$ cat config.mk
export PLATFORM = sky130hd
export DESIGN_NAME = polygon_depth_key_core
export DESIGN_NICKNAME = d
export VERILOG_FILES = /design/src/sv/pdk_pkg.sv /design/src/sv/pdk_queue.sv /design/src/sv/pdk_front.sv /design/src/sv/pdk_back.sv /design/src/sv/polygon_depth_key_core.sv
export SDC_FILE = /design/constraint.sdc
export NUM_CORES = 2
export LEC_CHECK = 0
export BUFFER_PORTS_ARGS = -buffer_cell sky130_fd_sc_hd__buf_4
export CORE_UTILIZATION = 40
export DETAILED_ROUTE_END_ITERATION = 12
export RECOVER_POWER = 100
export SLEW_MARGIN = 20
export SYNTH_ARGS = -nofsm -noshare
export SYNTH_HDL_FRONTEND = slang
export SYNTH_SLANG_ARGS = --single-unit
$ cat constraint.sdc
create_clock -name clock -period 22.8 [get_ports clock]
set_input_delay 4.56 -clock clock [delete_from_list [all_inputs] [get_ports clock]]
set_output_delay 4.56 -clock clock [all_outputs]
set_load 0.005 [all_outputs]
$ cat src/sv/pdk_pkg.sv
// package with shared widths, constants and item types of the polygon depth key block
`timescale 1ns / 1ps
`default_nettype none

package pdk_pkg;

   // coordinate width of one vertex axis, signed Q16.16 at 32
   localparam int COORD_WIDTH = 32;
   localparam int OBJ_W       = 4;
   localparam int POLY_W      = 12;
   localparam int KEY_W       = 32;

   // squares and their sum carry twice the coordinate width
   localparam int SQ_W        = 2 * COORD_WIDTH;

   // three axes x, y, z
   localparam int NUM_AXES    = 3;
   localparam int AXIS_W      = $clog2(NUM_AXES);
   localparam int STEP_W      = $clog2(NUM_AXES + 1);

   // bounds queue between front and back
   localparam int QUEUE_DEPTH = 2;
   localparam int QPTR_W      = (QUEUE_DEPTH > 1) ? $clog2(QUEUE_DEPTH) : 1;
   localparam int QCNT_W      = $clog2(QUEUE_DEPTH + 1);

   // one vertex item
   typedef struct packed {
      logic signed [COORD_WIDTH-1:0] x_coord;
      logic signed [COORD_WIDTH-1:0] y_coord;
      logic signed [COORD_WIDTH-1:0] z_coord;
      logic [OBJ_W-1:0]              object_tag;
      logic [POLY_W-1:0]             poly_tag;
      logic                          last_vertex;
   } pdk_req_type;

   // one result item
   typedef struct packed {
      logic [KEY_W-1:0]  depth_key;
      logic [OBJ_W-1:0]  object_out;
      logic [POLY_W-1:0] poly_out;
   } pdk_rsp_type;

   // running bounds on one axis
   typedef struct packed {
      logic signed [COORD_WIDTH-1:0] low;
      logic signed [COORD_WIDTH-1:0] high;
   } pdk_axis_type;

   // finished polygon handed from front to back
   typedef struct packed {
      pdk_axis_type      x_axis;
      pdk_axis_type      y_axis;
      pdk_axis_type      z_axis;
      logic [OBJ_W-1:0]  object_tag;
      logic [POLY_W-1:0] poly_tag;
   } pdk_entry_type;

endpackage

`default_nettype wire

$ cat src/sv/pdk_queue.sv
// short fifo of finished polygon bounds between front and back
`timescale 1ns / 1ps
`default_nettype none

module pdk_queue (
   input  logic                   clock,
   input  logic                   reset,
   input  logic                   push,
   input  pdk_pkg::pdk_entry_type push_entry,
   output logic                   full,
   input  logic                   pop,
   output logic                   empty,
   output pdk_pkg::pdk_entry_type head_entry
);
   import pdk_pkg::*;

   pdk_entry_type      store_ff [QUEUE_DEPTH];
   logic [QPTR_W-1:0]  wr_ptr_ff, wr_ptr_in;
   logic [QPTR_W-1:0]  rd_ptr_ff, rd_ptr_in;
   logic [QCNT_W-1:0]  count_ff, count_in;

   function automatic logic [QPTR_W-1:0] next_ptr(input logic [QPTR_W-1:0] ptr);
      logic [QPTR_W-1:0] nxt;
      if (ptr == QPTR_W'(QUEUE_DEPTH - 1)) begin
         nxt = '0;
      end else begin
         nxt = ptr + QPTR_W'(1);
      end
      return nxt;
   endfunction

   // status flags
   assign full       = (count_ff == QCNT_W'(QUEUE_DEPTH));
   assign empty      = (count_ff == '0);
   assign head_entry = store_ff[rd_ptr_ff];

   // pointer and fill count update
   always_comb begin
      wr_ptr_in = push ? next_ptr(wr_ptr_ff) : wr_ptr_ff;
      rd_ptr_in = pop  ? next_ptr(rd_ptr_ff) : rd_ptr_ff;
      count_in  = count_ff;
      if (push && !pop) begin
         count_in = count_ff + QCNT_W'(1);
      end else if (!push && pop) begin
         count_in = count_ff - QCNT_W'(1);
      end
   end

   always_ff @(posedge clock) begin
      if (reset) begin
         wr_ptr_ff <= '0;
         rd_ptr_ff <= '0;
         count_ff  <= '0;
      end else begin
         wr_ptr_ff <= wr_ptr_in;
         rd_ptr_ff <= rd_ptr_in;
         count_ff  <= count_in;
      end
   end

   // entry storage, no reset
   always_ff @(posedge clock) begin
      if (push) begin
         store_ff[wr_ptr_ff] <= push_entry;
      end
   end

`ifndef SYNTH
   a_count_bound: assert property (@(posedge clock) disable iff (reset)
      count_ff <= QCNT_W'(QUEUE_DEPTH))
      else $error("queue fill count above depth");
   a_no_pop_empty: assert property (@(posedge clock) disable iff (reset)
      pop |-> !empty)
      else $error("queue popped while empty");
   a_no_push_full: assert property (@(posedge clock) disable iff (reset)
      push |-> !full)
      else $error("queue pushed while full");
`endif

endmodule

`default_nettype wire

$ cat src/sv/pdk_front.sv
// front end: takes vertices and tracks the running bounding box per axis
`timescale 1ns / 1ps
`default_nettype none

module pdk_front (
   input  logic                   clock,
   input  logic                   reset,
   input  logic                   req_valid,
   output logic                   req_stall,
   input  pdk_pkg::pdk_req_type   req_item,
   input  logic                   q_full,
   output logic                   q_push,
   output pdk_pkg::pdk_entry_type q_entry
);
   import pdk_pkg::*;

   logic          first_pending_ff;
   pdk_axis_type  x_ff, y_ff, z_ff;
   pdk_axis_type  x_in, y_in, z_in;
   logic          accept;

   function automatic pdk_axis_type take_bounds(
      input pdk_axis_type                  cur,
      input logic signed [COORD_WIDTH-1:0] v,
      input logic                          first
   );
      pdk_axis_type nxt;
      nxt = cur;
      if (first) begin
         nxt.low  = v;
         nxt.high = v;
      end else begin
         if (v < cur.low) begin
            nxt.low = v;
         end
         if (v > cur.high) begin
            nxt.high = v;
         end
      end
      return nxt;
   endfunction

   // hold vertices back only while the queue has no room
   assign req_stall = q_full;
   assign accept    = req_valid && !q_full;

   // bounds including the current vertex
   always_comb begin
      x_in = take_bounds(x_ff, req_item.x_coord, first_pending_ff);
      y_in = take_bounds(y_ff, req_item.y_coord, first_pending_ff);
      z_in = take_bounds(z_ff, req_item.z_coord, first_pending_ff);
   end

   // the last vertex closes the polygon and hands its box to the back
   assign q_push             = accept && req_item.last_vertex;
   assign q_entry.x_axis     = x_in;
   assign q_entry.y_axis     = y_in;
   assign q_entry.z_axis     = z_in;
   assign q_entry.object_tag = req_item.object_tag;
   assign q_entry.poly_tag   = req_item.poly_tag;

   always_ff @(posedge clock) begin
      if (reset) begin
         first_pending_ff <= 1'b1;
      end else if (accept) begin
         first_pending_ff <= req_item.last_vertex;
      end
   end

   // running bounds, no reset: the first vertex always writes them
   always_ff @(posedge clock) begin
      if (accept) begin
         x_ff <= x_in;
         y_ff <= y_in;
         z_ff <= z_in;
      end
   end

endmodule

`default_nettype wire

$ cat src/sv/pdk_back.sv
// back end: box center, sum of squares and bit-pair square root per polygon
`timescale 1ns / 1ps
`default_nettype none

module pdk_back (
   input  logic                   clock,
   input  logic                   reset,
   input  logic                   q_empty,
   input  pdk_pkg::pdk_entry_type q_head,
   output logic                   q_pop,
   output logic                   rsp_valid,
   input  logic                   rsp_stall,
   output pdk_pkg::pdk_rsp_type   rsp_item
);
   import pdk_pkg::*;

   typedef enum logic [1:0] {
      ST_IDLE,
      ST_SQUARE,
      ST_ROOT,
      ST_DONE
   } state_type;

   state_type          state_ff;
   logic [COORD_WIDTH-1:0] mag_ff [NUM_AXES];
   logic [STEP_W-1:0]  step_ff;
   logic [SQ_W-1:0]    prod_ff;
   logic [SQ_W-1:0]    acc_ff;
   logic [SQ_W-1:0]    root_ff;
   logic [SQ_W-1:0]    bit_ff;
   logic [OBJ_W-1:0]   object_ff;
   logic [POLY_W-1:0]  poly_ff;
   logic               rsp_valid_ff;
   pdk_rsp_type        rsp_item_ff;

   logic [COORD_WIDTH-1:0] sq_operand;
   logic [SQ_W-1:0]    sq_product;
   logic [SQ_W-1:0]    trial;
   logic               trial_fits;
   logic [KEY_W-1:0]   key_value;
   logic               rsp_load;

   // magnitude of floor((low + high) / 2)
   function automatic logic [COORD_WIDTH-1:0] center_mag(input pdk_axis_type ax);
      logic signed [COORD_WIDTH:0]   sum;
      logic signed [COORD_WIDTH-1:0] c;
      sum = {ax.low[COORD_WIDTH-1], ax.low} + {ax.high[COORD_WIDTH-1], ax.high};
      c   = sum[COORD_WIDTH:1];
      return c[COORD_WIDTH-1] ? (COORD_WIDTH)'(-c) : (COORD_WIDTH)'(c);
   endfunction

   // one shared squarer, one axis per cycle
   always_comb begin
      sq_operand = '0;
      if (step_ff < STEP_W'(NUM_AXES)) begin
         sq_operand = mag_ff[step_ff[AXIS_W-1:0]];
      end
   end
   assign sq_product = sq_operand * sq_operand;

   // one root digit per cycle
   assign trial      = root_ff + bit_ff;
   assign trial_fits = (acc_ff >= trial);

   // clamp a root that does not fit the key
   assign key_value = (root_ff[SQ_W-1:KEY_W] != '0) ? '1 : root_ff[KEY_W-1:0];

   // result register takes a new item when empty or being drained
   assign rsp_load  = (state_ff == ST_DONE) && (!rsp_valid_ff || !rsp_stall);

   assign q_pop     = (state_ff == ST_IDLE) && !q_empty;
   assign rsp_valid = rsp_valid_ff;
   assign rsp_item  = rsp_item_ff;

   // sequencer with its registered outputs
   always_ff @(posedge clock) begin
      if (reset) begin
         state_ff     <= ST_IDLE;
         rsp_valid_ff <= 1'b0;
         step_ff      <= '0;
      end else begin
         if (rsp_load) begin
            rsp_valid_ff <= 1'b1;
         end else if (rsp_valid_ff && !rsp_stall) begin
            rsp_valid_ff <= 1'b0;
         end
         case (state_ff)
            ST_IDLE: begin
               if (!q_empty) begin
                  mag_ff[0] <= center_mag(q_head.x_axis);
                  mag_ff[1] <= center_mag(q_head.y_axis);
                  mag_ff[2] <= center_mag(q_head.z_axis);
                  object_ff <= q_head.object_tag;
                  poly_ff   <= q_head.poly_tag;
                  step_ff   <= '0;
                  state_ff  <= ST_SQUARE;
               end
            end
            ST_SQUARE: begin
               // square of one axis while the previous one is summed
               prod_ff <= sq_product;
               if (step_ff == '0) begin
                  acc_ff <= '0;
               end else begin
                  acc_ff <= acc_ff + prod_ff;
               end
               if (step_ff == STEP_W'(NUM_AXES)) begin
                  root_ff  <= '0;
                  bit_ff   <= SQ_W'(1) << (SQ_W - 2);
                  state_ff <= ST_ROOT;
               end else begin
                  step_ff <= step_ff + STEP_W'(1);
               end
            end
            ST_ROOT: begin
               if (trial_fits) begin
                  acc_ff  <= acc_ff - trial;
                  root_ff <= (root_ff >> 1) + bit_ff;
               end else begin
                  root_ff <= root_ff >> 1;
               end
               bit_ff <= bit_ff >> 2;
               if (bit_ff[0]) begin
                  state_ff <= ST_DONE;
               end
            end
            ST_DONE: begin
               if (rsp_load) begin
                  rsp_item_ff.depth_key  <= key_value;
                  rsp_item_ff.object_out <= object_ff;
                  rsp_item_ff.poly_out   <= poly_ff;
                  state_ff               <= ST_IDLE;
               end
            end
            default: begin
               state_ff <= ST_IDLE;
            end
         endcase
      end
   end

`ifndef SYNTH
   a_root_bit_onehot: assert property (@(posedge clock) disable iff (reset)
      (state_ff == ST_ROOT) |-> $onehot(bit_ff))
      else $error("root bit lost its single set bit");
   a_step_bound: assert property (@(posedge clock) disable iff (reset)
      (state_ff == ST_SQUARE) |-> (step_ff <= STEP_W'(NUM_AXES)))
      else $error("square step past last axis");
`endif

endmodule

`default_nettype wire

$ cat src/sv/polygon_depth_key_core.sv
// Vertices are taken one per cycle while the bounds queue has room; the back end
// works on one polygon at a time in steps (pop, four squaring steps, 32 root steps,
// output load), most of them spent in the bit-pair root iteration. A two-entry bounds
// queue absorbs polygons meanwhile.
// Reset is synchronous and active high; it clears control state only.
`timescale 1ns / 1ps
`default_nettype none

module polygon_depth_key_core (
   input  logic                 clock,
   input  logic                 reset,
   input  logic                 req_valid,
   output logic                 req_stall,
   input  pdk_pkg::pdk_req_type req_item,
   output logic                 rsp_valid,
   input  logic                 rsp_stall,
   output pdk_pkg::pdk_rsp_type rsp_item
);
   import pdk_pkg::*;

   logic          q_push;
   logic          q_full;
   logic          q_pop;
   logic          q_empty;
   pdk_entry_type q_entry;
   pdk_entry_type q_head;

   // vertex intake and bounding box
   pdk_front u_front (
      .clock     (clock),
      .reset     (reset),
      .req_valid (req_valid),
      .req_stall (req_stall),
      .req_item  (req_item),
      .q_full    (q_full),
      .q_push    (q_push),
      .q_entry   (q_entry)
   );

   // finished boxes waiting for the back end
   pdk_queue u_queue (
      .clock      (clock),
      .reset      (reset),
      .push       (q_push),
      .push_entry (q_entry),
      .full       (q_full),
      .pop        (q_pop),
      .empty      (q_empty),
      .head_entry (q_head)
   );

   // center, distance and result register
   pdk_back u_back (
      .clock     (clock),
      .reset     (reset),
      .q_empty   (q_empty),
      .q_head    (q_head),
      .q_pop     (q_pop),
      .rsp_valid (rsp_valid),
      .rsp_stall (rsp_stall),
      .rsp_item  (rsp_item)
   );

endmodule

`default_nettype wire

==> impl_results.md <==
* Via Count at 62746
* Detailed-route DRC error count at 0
* Global-route wire length before repair at 369 mm
* Share of the synthesized area in the top cell type at 33.2%
* Syn_area_per_cell at 10.5 µm²
* Pre-Repair DR Iteration Count at 6
* Asr flop ratio synth at 0%
* CP top delay family: buffers and inverters
* WP data required at 23.20 ns
* EDFF count, synth at 991
* Dominant synthesized flop cell: edfxtp_1
* CTS tree: yes
* Post-DP HPWL at 181 mm
* DP Area at 94400 µm²
* Clk root buf: clkbuf_16
* Largest net degree at the start of global routing at 137
* Clock slew at reported path FFs at 0.06 ns
* Post-Syn Nets at 10238
* Top post-synthesis cells by area: edfxtp_1, fa_1, ha_1, inv_1, mux2_2
* Crit Path Class: in -> reg
* Yosys reg bits at 1004
* Initial core utilization at 40.3%
* Met1 Track Usage GR at 27.7%
* Worst Tran Pin Value at 7.55 ns
* Number of buffers created by CTS at 113
* CP max stage delay at 2.83 ns
* Number of routed nets with antenna violations at 0
* TNS Setup at 0 ns
* Top-count cell post-synth: inv_1
* Cells after Synth at 8554
* Area grow syn2layout at 9.17%
* WP buf/inv at 5
* Final Instance Area at 97800 µm²
* CTS max path bufs at 3
* Die H at 475 µm
* CP Max Fanout at 73
* H-tree Lvls at 3
* Max frequency at 63.0 MHz
* Commonest cells post-synth: inv_1, edfxtp_1, fa_1, ha_1, nand2_1
* Synth warn at 0
* Die W at 475 µm
* Via/cell ratio at 5.37
* Gpl congestion at 0.920
* Final min period at 15.87 ns
* CP endpoint kind: flop
* Final setup fails at 0
* Failing checks: max-capacitance violations, max-slew violations
* Final Max Tran Viols at 1480
* Post-CTS sizing at 0
* Final period utilization at 69.6%
* Met3 Usage GRT at 2.99%
* Final Hold Violating Endpoints at 0
* Setup crit start kind: input pin
* Outcome: complete, but fails checks
* Number of fill cells in the layout at 21201
* Sequential-to-total area share from yosys stat at 33.5%
* Io pins at 167
* Final worst slack at 6.93 ns
* Layout Nets at 10300
* Post-CTS Setup Inserts at 0
* Global route hottest layer: met2
* Dpl ws at 11.76 ns
* Wirelength per Cell at 20.1 µm
* Vias in the first global route at 64752
* RSZ-0062 raised after global routing: false
* Critical path, cell by cell: clkbuf_4 -> nand2_1 -> clkinvlp_2 -> nand2_1 -> nor2_1 -> clkbuf_1 -> clkbuf_1 -> buf_4
* WP data arrival at 16.27 ns
* Max Cap Violations at 28
* DIE AREA at 226000 µm²
* Clock sink total at 1004
* Final WL at 235 mm
* Gr usage total at 20.9%
* Slew margin rel. at -404%
* Worst clock skew at 0.0769 ns
* Fin util at 44.0%
* Number of cell rows at 173
* Port Buf Inserts at 166
* Antenna violations before repair at 4
* GR Util met2 at 35.0%
* GRT Residual Overflow at 0
* Clock latency on the worst-skew pair at 0.78 ns
* Synthesized cell area at 89600 µm²
* Number of hold buffers added after CTS at 0
* DR iter-0 viols at 4493
* Core Area at 223000 µm²
* Dominant cell type by area after synthesis: edfxtp_1
* Distinct cells, synth at 95
* Crit-path slowest cell: clkbuf_1
* Share of cells above drive strength 1 at 7.67%
* Hold crit path type: reg -> reg
## metrics by stage
step           hold slack (ns)  cells
6_report                 0.418  11688
5_1_grt                  0.424  11686
4_1_cts                  0.418  11683
3_5_place_dp             0.405  11475
3_3_place_gp             0.403  11475
2_1_floorplan            0.400   8554
## final cells by class
| type | instances | area (µm²) | share of cell area [%] |
|---|---|---|---|
| multi-input combinational | 5905 | 53600 | 54.8 |
| sequential | 1004 | 30000 | 30.7 |
| inverter | 1340 | 5030 | 5.14 |
| tap | 2975 | 3720 | 3.80 |
| clock buffer | 133 | 2910 | 2.98 |
| timing repair buffer | 252 | 1690 | 1.73 |
| clock inverter | 75 | 867 | 0.886 |
| antenna | 4 | 10.0 | 0.0102 |
## layer usage
layer	vias to the layer above	routed length (µm)
li1	29510	-
met1	31185	102000
met2	1677	112000
met3	370	13500
met4	4	7510
met5	-	26
## cell families (layout without fill, tap and decap cells)
family	Yosys count	after routing	share of synthesized area, %
simple gates	1832	1832	9.56
buf+inv	1645	1800	6.90
compound gates	1592	1592	11.5
fa+ha+maj	1567	1567	28.5
flops	1004	1004	33.5
xor+xnor	507	507	4.95
mux	407	407	5.10
other cells	0	4	0
## path summary, 6_finish.rpt
path / start / endpoint / slack, ns / depth (start not counted)
max: req_valid / u_queue.store_ff[0][197]$_DFFE_PP_ / 6.93 / 8
min: u_back.poly_ff[2]$_DFFE_PP_ / u_back.rsp_item[2]$_DFFE_PP_ / 0.42 / 0
max reg2reg: flop / u_back.prod_ff[63]$_DFFE_PP_ / 9.71 / 27
min reg2reg: u_back.poly_ff[2]$_DFFE_PP_ / u_back.rsp_item[2]$_DFFE_PP_ / 0.42 / 0
## placed cells by master (no fill, tap or decap), types with 19 or more instances in the layout
cell type | netlist | layout
a21o_1 | 222 | 222
nand2b_1 | 47 | 47
nor2_1 | 554 | 552
o21ai_0 | 280 | 283
o21bai_1 | 75 | 75
xor2_1 | 229 | 229
inv_1 | 1331 | 1329
clkbuf_1 | 280 | 72
a211oi_1 | 98 | 78
nand2_1 | 574 | 574
edfxtp_1 | 991 | 991
a21oi_1 | 440 | 440
o22ai_1 | 61 | 61
nand4_1 | 123 | 123
or2_2 | 20 | 19
xnor2_1 | 278 | 278
ha_1 | 772 | 771
a31oi_1 | 90 | 90
buf_4 | 1 | 149
nor4_1 | 29 | 29
o31ai_1 | 33 | 33
fa_1 | 795 | 795
a211o_1 | 24 | 24
nor3_1 | 66 | 66
o21a_1 | 53 | 53
a31o_2 | 32 | 30
clkinv_1 | 9 | 28
nor2b_1 | 103 | 103
and2_1 | 66 | 51
mux2_1 | 0 | 194
or3_1 | 60 | 61
nand3_1 | 92 | 92
o211ai_1 | 21 | 21
mux2_2 | 396 | 202
clkbuf_16 | 0 | 113
clkbuf_4 | 0 | 50
and3_1 | 36 | 36
## registers in the layout, indices dropped and copies added (netlist names), 4 cells and up, named ones only
| signal | cells |
|---|---|
| u_queue.store_ff | 416 |
| u_back.bit_ff | 32 |
| u_back.mag_ff | 96 |
| u_front.x_ff | 64 |
| u_back.object_ff | 4 |
| u_front.y_ff | 64 |
| u_back.poly_ff | 12 |
| u_back.prod_ff | 63 |
| u_front.z_ff | 64 |
| u_back.root_ff | 64 |
| u_back.acc_ff | 64 |
| u_back.rsp_item | 48 |
## worst register-to-register path, cell delays in order (launching register included)
cell      delay (ns)
dfxtp_1         1.64
nor2b_1         0.21
a211oi_1        0.30
a211o_1         0.15
clkbuf_1        1.43
inv_1           1.13
nand2_1         0.77
o21bai_1        0.19
fa_1            0.40
fa_1            0.48
fa_1            0.56
fa_1            0.45
fa_1            0.47
fa_1            0.51
fa_1            0.42
ha_1            0.38
and2_0          0.23
a21oi_1         0.23
nor3_1          0.09
nor4_1          0.26
o21ai_0         0.16
a221oi_1        0.69
o21ai_0         0.45
a31o_2          0.34
a311oi_1        0.41
o21ai_0         0.15
a21oi_1         0.19
xnor2_1         0.09
Power is left out: the tool's default activity adds up to more than one toggle a clock period on the data nets, which glitch-free logic cannot reach.
